[config.mk]
export PLATFORM = sky130hd
export DESIGN_NAME = sliding_window_mean_min_max_unit
export DESIGN_NICKNAME = d
export VERILOG_FILES = /design/src/design/swm_pkg.sv /design/src/design/swm_cell.sv /design/src/design/swm_div.sv /design/src/design/sliding_window_mean_min_max_unit.sv
export SDC_FILE = /design/constraint.sdc
export NUM_CORES = 2
export LEC_CHECK = 0
export ABC_AREA = 0
export ABC_CLOCK_PERIOD_IN_PS = 6050
export BUFFER_PORTS_ARGS = -buffer_cell sky130_fd_sc_hd__buf_2
export CORE_MARGIN = 8
export CORE_UTILIZATION = 50
export DETAILED_ROUTE_END_ITERATION = 6
export PLACE_DENSITY = 0.68
export SLEW_MARGIN = 20
export SYNTH_ARGS = -nofsm -noshare
export SYNTH_HDL_FRONTEND = slang
export SYNTH_SLANG_ARGS = --single-unit
[constraint.sdc]
create_clock -name i_clk -period 6.05 [get_ports i_clk]
set_input_delay 0.3025 -clock i_clk [delete_from_list [all_inputs] [get_ports i_clk]]
set_output_delay 0.3025 -clock i_clk [all_outputs]
set_load 0.1 [all_outputs]
[src/design/swm_pkg.sv]
// Package for the sliding window mean, minimum and maximum unit.
// Holds the default sizes and the controller state type; no dependencies.
`timescale 1ns / 1ps
`default_nettype none

package swm_pkg;

    // Default window length and sample width.
    localparam int C_WINDOW      = 60;
    localparam int C_SAMPLE_BITS = 24;

    // Controller states.
    typedef enum logic [2:0] {
        ST_IDLE,
        ST_UPDATE,
        ST_SCAN,
        ST_FILL,
        ST_WAIT
    } t_state;

endpackage

`default_nettype wire

[src/design/swm_cell.sv]
// One storage cell of the sample chain: holds a sample and passes it on.
// Depends on nothing but the clock and reset.
`timescale 1ns / 1ps
`default_nettype none

module swm_cell #(
    parameter int SAMPLE_BITS = 24
) (
    input  wire logic                   i_clk,
    input  wire logic                   i_rst_n,
    input  wire logic                   i_shift,
    input  wire logic [SAMPLE_BITS-1:0] i_data,
    output logic      [SAMPLE_BITS-1:0] o_data
);

    logic [SAMPLE_BITS-1:0] r_data;

    // Take the neighbor's sample whenever the chain moves; the window starts at zero.
    always_ff @(posedge i_clk) begin
        if (!i_rst_n) begin
            r_data <= '0;
        end else if (i_shift) begin
            r_data <= i_data;
        end
    end

    assign o_data = r_data;

endmodule

`default_nettype wire

[src/design/swm_div.sv]
// Mean unit: divides the window sum by the constant window length with a reciprocal multiply.
// Uses swm_pkg for the default sizes.
`timescale 1ns / 1ps
`default_nettype none

module swm_div
    import swm_pkg::*;
#(
    parameter int WINDOW      = C_WINDOW,
    parameter int SAMPLE_BITS = C_SAMPLE_BITS
) (
    input  wire logic                                    i_clk,
    input  wire logic                                    i_rst_n,
    input  wire logic                                    i_start,
    input  wire logic [SAMPLE_BITS+$clog2(WINDOW)-1:0]   i_dividend,
    output logic                                         o_busy,
    output logic      [SAMPLE_BITS-1:0]                  o_quotient
);

    localparam int SUM_BITS   = SAMPLE_BITS + $clog2(WINDOW);
    localparam int SHIFT      = SUM_BITS + $clog2(WINDOW);
    localparam int RECIP_BITS = SUM_BITS + 1;
    localparam int PROD_BITS  = SUM_BITS + RECIP_BITS;

    // The reciprocal is rounded up and carries enough fraction bits that the floor of the
    // scaled product equals the floor of the quotient for every sum that fits in SUM_BITS.
    localparam logic [RECIP_BITS-1:0] C_RECIP = RECIP_BITS'(
        ((64'd1 << SHIFT) + 64'(WINDOW) - 64'd1) / 64'(WINDOW));

    logic [SUM_BITS-1:0]    r_sum;
    logic [SAMPLE_BITS-1:0] r_quot;
    logic                   r_busy;
    logic [PROD_BITS-1:0]   w_prod;

    // Scaled product of the registered sum and the reciprocal.
    assign w_prod = PROD_BITS'(r_sum) * PROD_BITS'(C_RECIP);

    // Control: busy for the one cycle in which the product is formed.
    always_ff @(posedge i_clk) begin
        if (!i_rst_n) begin
            r_busy <= 1'b0;
        end else begin
            r_busy <= i_start;
        end
    end

    // Datapath: capture the sum at the start and the quotient in the cycle after.
    always_ff @(posedge i_clk) begin
        if (i_start) begin
            r_sum <= i_dividend;
        end
        if (r_busy) begin
            r_quot <= w_prod[SHIFT +: SAMPLE_BITS];
        end
    end

    assign o_busy     = r_busy;
    assign o_quotient = r_quot;

endmodule

`default_nettype wire

[src/design/sliding_window_mean_min_max_unit.sv]
// A push that keeps its extremes passes through the update step and then the reciprocal-multiply
// mean unit, which registers the sum and then the quotient, before its result is loaded.
// A push that evicts the minimum or maximum rotates the sample chain once through the scan state,
// one cell a cycle; a fill shifts the new sample into every cell through the fill state.
// One item is in work at a time and the next beat is taken the cycle after the result is
// loaded; a result stall holds that load back.
// Reset is synchronous and active low; it zeroes every cell, the sum and both extremes.
`timescale 1ns / 1ps
`default_nettype none

module sliding_window_mean_min_max_unit
    import swm_pkg::*;
#(
    parameter int WINDOW      = C_WINDOW,
    parameter int SAMPLE_BITS = C_SAMPLE_BITS
) (
    input  wire logic                                   i_clk,
    input  wire logic                                   i_rst_n,
    // Input beats.
    input  wire logic                                   i_s_axis_tvalid,
    output logic                                        o_s_axis_tready,
    input  wire logic [((SAMPLE_BITS+7)/8)*8-1:0]       i_s_axis_tdata,  // sample
    input  wire logic                                   i_s_axis_tuser,  // kind
    // Result beats.
    output logic                                        o_m_axis_tvalid,
    input  wire logic                                   i_m_axis_tready,
    output logic      [((3*SAMPLE_BITS+7)/8)*8-1:0]     o_m_axis_tdata   // mean, minimum, maximum
);

    localparam int SUM_BITS   = SAMPLE_BITS + $clog2(WINDOW);
    localparam int POS_BITS   = $clog2(WINDOW);
    localparam int OUT_DATA_W = ((3*SAMPLE_BITS+7)/8)*8;

    t_state                 r_state, n_state;
    logic                   r_kind;
    logic [SAMPLE_BITS-1:0] r_sample;
    logic [SUM_BITS-1:0]    r_sum, n_sum;
    logic [SAMPLE_BITS-1:0] r_lo, n_lo;
    logic [SAMPLE_BITS-1:0] r_hi, n_hi;
    logic [POS_BITS-1:0]    r_cnt, n_cnt;
    logic                   r_out_valid;
    logic [SAMPLE_BITS-1:0] r_mean, r_min, r_max;

    logic                   w_accept;
    logic                   w_shift;
    logic [SAMPLE_BITS-1:0] w_head;
    logic [SAMPLE_BITS-1:0] w_tail;
    logic [SAMPLE_BITS-1:0] w_cell [WINDOW];
    logic                   w_div_start;
    logic                   w_div_busy;
    logic [SAMPLE_BITS-1:0] w_quotient;
    logic                   w_load_out;

    assign w_accept = i_s_axis_tvalid && o_s_axis_tready;
    assign w_tail   = w_cell[WINDOW-1];

    // Sample chain: cell 0 takes the head value, every other cell its left neighbor.
    for (genvar k = 0; k < WINDOW; k++) begin : g_cell
        if (k == 0) begin : g_first
            swm_cell #(.SAMPLE_BITS(SAMPLE_BITS)) u_cell (
                .i_clk   (i_clk),
                .i_rst_n (i_rst_n),
                .i_shift (w_shift),
                .i_data  (w_head),
                .o_data  (w_cell[k])
            );
        end else begin : g_rest
            swm_cell #(.SAMPLE_BITS(SAMPLE_BITS)) u_cell (
                .i_clk   (i_clk),
                .i_rst_n (i_rst_n),
                .i_shift (w_shift),
                .i_data  (w_cell[k-1]),
                .o_data  (w_cell[k])
            );
        end
    end

    // Mean divider, started with the updated sum.
    swm_div #(.WINDOW(WINDOW), .SAMPLE_BITS(SAMPLE_BITS)) u_div (
        .i_clk      (i_clk),
        .i_rst_n    (i_rst_n),
        .i_start    (w_div_start),
        .i_dividend (n_sum),
        .o_busy     (w_div_busy),
        .o_quotient (w_quotient)
    );

    // Next state and datapath control.
    always_comb begin
        n_state     = r_state;
        n_sum       = r_sum;
        n_lo        = r_lo;
        n_hi        = r_hi;
        n_cnt       = r_cnt;
        w_shift     = 1'b0;
        w_head      = r_sample;
        w_div_start = 1'b0;
        w_load_out  = 1'b0;
        unique case (r_state)
            ST_IDLE: begin
                if (w_accept) begin
                    n_state = ST_UPDATE;
                end
            end
            ST_UPDATE: begin
                w_div_start = 1'b1;
                n_cnt       = '0;
                if (r_kind) begin
                    // Fill: the sum is known at once, while the cells load in the fill state.
                    n_sum   = SUM_BITS'(r_sample) * SUM_BITS'(WINDOW);
                    n_lo    = r_sample;
                    n_hi    = r_sample;
                    n_state = ST_FILL;
                end else begin
                    // Push: the oldest sample drops off the tail.
                    w_shift = 1'b1;
                    n_sum   = r_sum - SUM_BITS'(w_tail) + SUM_BITS'(r_sample);
                    if (w_tail == r_lo || w_tail == r_hi) begin
                        n_lo    = '1;
                        n_hi    = '0;
                        n_state = ST_SCAN;
                    end else begin
                        if (r_sample < r_lo) begin
                            n_lo = r_sample;
                        end
                        if (r_sample > r_hi) begin
                            n_hi = r_sample;
                        end
                        n_state = ST_WAIT;
                    end
                end
            end
            ST_SCAN: begin
                // Rotate the chain once, folding each tail value into the extremes.
                w_shift = 1'b1;
                w_head  = w_tail;
                if (w_tail < r_lo) begin
                    n_lo = w_tail;
                end
                if (w_tail > r_hi) begin
                    n_hi = w_tail;
                end
                n_cnt = r_cnt + 1'b1;
                if (r_cnt == POS_BITS'(WINDOW - 1)) begin
                    n_state = ST_WAIT;
                end
            end
            ST_FILL: begin
                w_shift = 1'b1;
                n_cnt   = r_cnt + 1'b1;
                if (r_cnt == POS_BITS'(WINDOW - 1)) begin
                    n_state = ST_WAIT;
                end
            end
            ST_WAIT: begin
                if (!w_div_busy && (!r_out_valid || i_m_axis_tready)) begin
                    w_load_out = 1'b1;
                    n_state    = ST_IDLE;
                end
            end
            default: begin
                n_state = ST_IDLE;
            end
        endcase
    end

    // Control registers.
    always_ff @(posedge i_clk) begin
        if (!i_rst_n) begin
            r_state     <= ST_IDLE;
            r_sum       <= '0;
            r_lo        <= '0;
            r_hi        <= '0;
            r_cnt       <= '0;
            r_out_valid <= 1'b0;
        end else begin
            r_state <= n_state;
            r_sum   <= n_sum;
            r_lo    <= n_lo;
            r_hi    <= n_hi;
            r_cnt   <= n_cnt;
            if (w_load_out) begin
                r_out_valid <= 1'b1;
            end else if (i_m_axis_tready) begin
                r_out_valid <= 1'b0;
            end
        end
    end

    // Input capture and result register.
    always_ff @(posedge i_clk) begin
        if (w_accept) begin
            r_kind   <= i_s_axis_tuser;
            r_sample <= i_s_axis_tdata[SAMPLE_BITS-1:0];
        end
        if (w_load_out) begin
            r_mean <= w_quotient;
            r_min  <= r_lo;
            r_max  <= r_hi;
        end
    end

    assign o_s_axis_tready = (r_state == ST_IDLE);
    assign o_m_axis_tvalid = r_out_valid;
    assign o_m_axis_tdata  = OUT_DATA_W'({r_max, r_min, r_mean});

    // An accepted beat always starts with the update step.
    a_accept_update: assert property (@(posedge i_clk) disable iff (!i_rst_n)
        w_accept |=> (r_state == ST_UPDATE))
        else $error("accepted beat did not enter the update step");

    // The divider must be free before a new division is started.
    a_div_free: assert property (@(posedge i_clk) disable iff (!i_rst_n)
        (r_state == ST_UPDATE) |-> !w_div_busy)
        else $error("divider still busy at the update step");

    // Extremes are ordered whenever the block is between items.
    a_lo_le_hi: assert property (@(posedge i_clk) disable iff (!i_rst_n)
        (r_state == ST_IDLE) |-> (r_lo <= r_hi))
        else $error("minimum exceeds maximum");

    // A rescan ends after exactly one full rotation.
    a_scan_end: assert property (@(posedge i_clk) disable iff (!i_rst_n)
        (r_state == ST_SCAN && r_cnt == POS_BITS'(WINDOW - 1)) |=> (r_state == ST_WAIT))
        else $error("rescan did not end after one rotation");

endmodule

`default_nettype wire
After elaboration in Yosys (flattened, before gate mapping)
Index checks and enable logic that the tools add are counted.
- muxes and demuxes: 27
- order comparisons: 4
- reduce and logical (&&, ||, !) cells: 14
- equal/unequal tests: 14
- multiply operators: 2
- add/subtract/negate cells: 3
- operators with widths (cell ; number):
    2-to-1 mux 24 bit ; 9
    case mux 24 bit (2 select lines) ; 2
    multiplier 30 x 31 -> 60 bit, second input constant ; 1
    2-to-1 mux 30 bit ; 2
    equality test 24 bit ; 2
    > comparator 24 bit ; 2
    < comparator 24 bit ; 2
    adder 30 x 24 -> 30 bit ; 1
    subtractor 30 x 24 -> 30 bit ; 1
    multiplier 24 x 4 -> 28 bit, second input constant ; 1
    2-to-1 mux 3 bit ; 5
    case mux 3 bit (4 select lines) ; 1
    case mux 6 bit (2 select lines) ; 1
    AND reduction 3 bit ; 3
    != test 4 bit, second input constant ; 2
    adder 6 x 1 -> 6 bit, second input constant ; 1
    equality test 3 x 2 -> 1 bit, second input constant ; 2
    equality test 6 bit, second input constant ; 1
    2-to-1 mux 1 bit ; 6
    != test 2 bit, second input constant ; 3
    nonzero test 2 bit ; 3
    != test 2 x 1 -> 1 bit, second input constant ; 2
    equality test 3 x 1 -> 1 bit, second input constant ; 1
    equality test 3 bit, second input constant ; 1
    other kinds (6) ; 9
- logic and storage cells: 138
- bits of input ports: 29
- register bits: 1680

Longest topological paths before layout
- depth after elaboration: 6
- depth in mapped cells: 24
- gate-level depth less buffers: 24

Modules after synthesis
Synthesis repeated with hierarchy kept, for this count alone.
- cell total of the unflattened synthesis: 7160
- area, all modules: 80169.4 um2
- by module, submodules not included (module ; times used ; cells an instance ; area each (um2)):
    swm_cell ; 60 ; 77 ; 929.6
    sliding_window_mean_min_max_unit ; 1 ; 1540 ; 14104.8
    swm_div ; 1 ; 1000 ; 10286.1

Worst setup path before layout
OpenSTA, ideal clock, no wires.
- path type: reg2reg
- from: register r_out_valid (netlist: o_m_axis_tvalid)
- to: register r_max[0], enable pin
- setup slack: -413 ps
- cell stages (with the launch flop): 3
- arrival time: 5870 ps
- required time: 5457 ps
- library setup time: 593 ps
- cells stage by stage: dfxtp_1 > nor2b_1 > nor3_1
- cells in the longest elaborated chain, start to end: 5
- RTL lines (what ; line ; RTL):
    start, declared ; sliding_window_mean_min_max_unit.sv:41 ; logic r_out_valid;
    start signal, assigned ; sliding_window_mean_min_max_unit.sv:175 ; r_out_valid <= 1'b0;
    start signal, assigned ; sliding_window_mean_min_max_unit.sv:183 ; r_out_valid <= 1'b1;
    start signal, assigned ; sliding_window_mean_min_max_unit.sv:185 ; r_out_valid <= 1'b0;
    zero test 1 bit ; sliding_window_mean_min_max_unit.sv:156 ; if (!w_div_busy && (!r_out_valid || i_m_axis_tready)) begin
    logical OR 1 bit ; sliding_window_mean_min_max_unit.sv:156 ;
    logical AND 1 bit ; sliding_window_mean_min_max_unit.sv:156 ;
    2-to-1 mux 1 bit ; sliding_window_mean_min_max_unit.sv:156 ;
    2-to-1 mux 1 bit ; sliding_window_mean_min_max_unit.sv:99 ; unique case (r_state)
    net w_load_out ; sliding_window_mean_min_max_unit.sv:52 ; logic w_load_out;
    end signal, assigned ; sliding_window_mean_min_max_unit.sv:199 ; r_max <= r_hi;
    end, declared ; sliding_window_mean_min_max_unit.sv:42 ; logic [SAMPLE_BITS-1:0] r_mean, r_min, r_max;
The timed path passes the listed nets, and every way through them passes these cells.
A chain may end at the register's enable or synchronous reset.

Final worst setup path
- from: register u_div.r_sum[25]
- to: register u_div.r_quot[23] (netlist: u_div.o_quotient[23]), data pin
- cells in the longest elaborated chain, start to end: 1
- RTL lines (what ; line ; RTL):
    start, declared ; swm_div.sv:30 ; logic [SUM_BITS-1:0] r_sum;
    start signal, assigned ; swm_div.sv:50 ; r_sum <= i_dividend;
    multiplier 30 x 31 -> 60 bit ; swm_div.sv:36 ; assign w_prod = PROD_BITS'(r_sum) * PROD_BITS'(C_RECIP);
    net u_div.w_prod[59] ; swm_div.sv:33 ; logic [PROD_BITS-1:0] w_prod;
    end signal, assigned ; swm_div.sv:53 ; r_quot <= w_prod[SHIFT +: SAMPLE_BITS];
    end, declared ; swm_div.sv:31 ; logic [SAMPLE_BITS-1:0] r_quot;
The timed path passes the listed nets, and every way through them passes these cells.

==> reports/qor.yml <==
status: "complete, no violations"
utilization_pct: 56.9
antenna_left: 0
synth_edf_count: 151
routed-via-count: 55397
first_pass_iters: 5
synth_seq_cells: 1680
startpoint_type: "register"
antenna_found_initial: 1
fin_crit_ps: 5960
hold_viol: 0
wl_mm: 160
drc: 0
cts-htree-levels: 4
cts_tree: "yes"
clk_latency_ps: 810
final_common_cell: "nand2_1"
maxSlewHeadroom_pct: 24.8
syn-num-nets: 9285
timing.final.crit_share_pct: 98.5
cts_buffers: 170
grt_pass1_wl_mm: 263
hp-class: "in2reg"
drt_iter0_drc: 3876
grt.overflow.total: 0
ys_dominant_reg_cell: "dfxtp_1"
core_area_um2: 144000
routabilityCongestion: 0.929
fillers: 13152
final_area_um2: 81700
slew_violations: 0
tightest_slew_ps: 1130
cts.clk_slew.worst_paths_ps: 60
synth.avg_cell_area_um2: 8.39
max-cap-violations: 0
ys_types: 77
initial_core_util_pct: 50.4
rsz0062_at_grt: "yes"
ios: 103
cp.arrival_ps: 6490
vias_per_cell: 5.20
max-clock-path-buffers: 3
async_flop_share_pct: 0
yosysSeqAreaShare_pct: 48.5
n_antenna_cell: 0
hpwl_mm: 104
setup_violations: 0
dieArea_um2: 157000
cp_max_fo: 4
max_freq_mhz: 168
cts_sinks: 1680
crit_required_ps: 6580
layout.nets: 9252
drive_above_1_share_pct: 7.57
holdWs_ps: 107
wl_per_cell_um: 15.0
cp-end-kind: "register"
grt_pass1_vias: 52218
port-buffer-count: 102
die_h_um: 397
track_usage_pct: 19.7
chipWidth_um: 397
yosysWarnings: 0
synth_area_um2: 72400
cts-root-buf: "clkbuf_16"
grt_start_max_net_pins: 221
skew_ps: 42.6
placed_area_um2: 75000
fin_tns_setup_ps: 0
critPathKind: "reg2reg"
rows: 139
final_cell_mix: "nand2_1 (3081), a21oi_1 (1570), dfxtp_1 (1529)"
syn_inst: 8636
area_growth_syn_to_layout_pct: 12.9
state kept, by name (all words and copies together), names as in the netlist:
signal / flops
g_cell.g_rest.u_cell.o_data: 1416
r_sum: 30
u_div.r_sum: 30
g_cell.g_first.u_cell.o_data: 24
r_hi: 24
r_lo: 24
r_max: 24
r_mean: 24
r_min: 24
r_sample: 24
u_div.o_quotient: 24
r_cnt: 6
r_state: 3
o_m_axis_tvalid: 1
r_kind: 1
u_div.o_busy: 1
worst max-delay path, cell delays in order (launching register included):
cell and delay [ps]:
edfxtp_1 460, buf_6 170, ha_4 140, inv_2 50, fa_1 430, fa_1 520
fa_1 570, inv_2 40, fa_2 560, fa_1 460, ha_4 250, ha_4 290
nand3_4 100, nor3b_4 250, a2111oi_4 70, a21boi_2 270, o31ai_4 140, a211oi_4 410
o21a_4 220, a41oi_2 100, xnor2_1 160
path summary, 6_finish.rpt:
path / from / end / slack (ps) / cells after the start
worst min-delay path: i_m_axis_tready / o_m_axis_tvalid / 110 / 4
worst min register to register: u_div.o_quotient[7] / r_mean[7] / 420 / 0
worst max register to register: u_div.r_sum[25] / u_div.o_quotient[23] / 90 / 20
worst max-delay path: u_div.r_sum[25] / u_div.o_quotient[23] / 90 / 20
per-layer routing:
layer	part of all wire, %	GRT usage [%]	vias to the layer above
met2	47	32.4	762
met5	0	0	-
li1	-	-	28177
met3	3.4	3.02	284
met1	46	26.4	26174
met4	3.1	7.09	0
cells by family after synthesis:
family | Yosys count | share of synthesized area, %
AOI/OAI and AO/OA | 1936 | 14.6
muxes | 30 | 0.416
DFF | 1680 | 48.5
buffers and inverters | 939 | 4.99
xor gates and xnor gates | 65 | 0.786
adders and majority gates | 620 | 12.7
and+or+nand+nor | 3366 | 18.0
layout make-up:
cell class	instances	area (µm²)	area share, %
inverters	406	1530	1.87
multi-input cells	6017	34300	42.0
flip-flops and latches	1680	35100	43.0
repair buffers	328	2580	3.16
clock inverters	58	810	0.990
clock buffers	253	5000	6.12
well taps	1903	2380	2.91
metrics by stage:
step | instances | setup WS [ps]
2_1_floorplan | 8636 | 226
3_3_place_gp | 10299 | -322
3_5_place_dp | 10299 | -264
4_1_cts | 10636 | 0.483
5_1_grt | 10645 | -61.2
6_report | 10645 | 91.3
synthesized netlist by cell type, drive strengths merged (16+ instances only):
cell | number | area share [%]
a21o | 67 | 0.70
o221a | 25 | 0.39
xnor2 | 43 | 0.52
clkbuf | 427 | 2.2
fa | 191 | 5.3
nor2b | 17 | 0.15
dfxtp | 1529 | 42
and2 | 24 | 0.21
nand2b | 17 | 0.15
inv | 404 | 2.1
nand3 | 42 | 0.30
mux2i | 29 | 0.40
nand4 | 25 | 0.22
nor3 | 27 | 0.19
nand2 | 3082 | 16
edfxtp | 151 | 6.3
a21oi | 1576 | 11
a211oi | 27 | 0.28
nor2 | 89 | 0.46
ha | 429 | 7.4
and3 | 16 | 0.14
o21ai | 109 | 0.75
xor2 | 22 | 0.27
buf | 106 | 0.67
repair_timing:
action / in CTS / in global routing
pin swaps: 9 / 58
endpoints found under the setup margin: 14 / 16
setup buffers: 0 / 11
hold buffers: 26 / 0
gates resized for setup: 23 / 72
hold endpoints to repair: 27 / 0
Power is not shown: default switching activity piles up to over one toggle a cycle in this logic, so the estimate is an artifact.
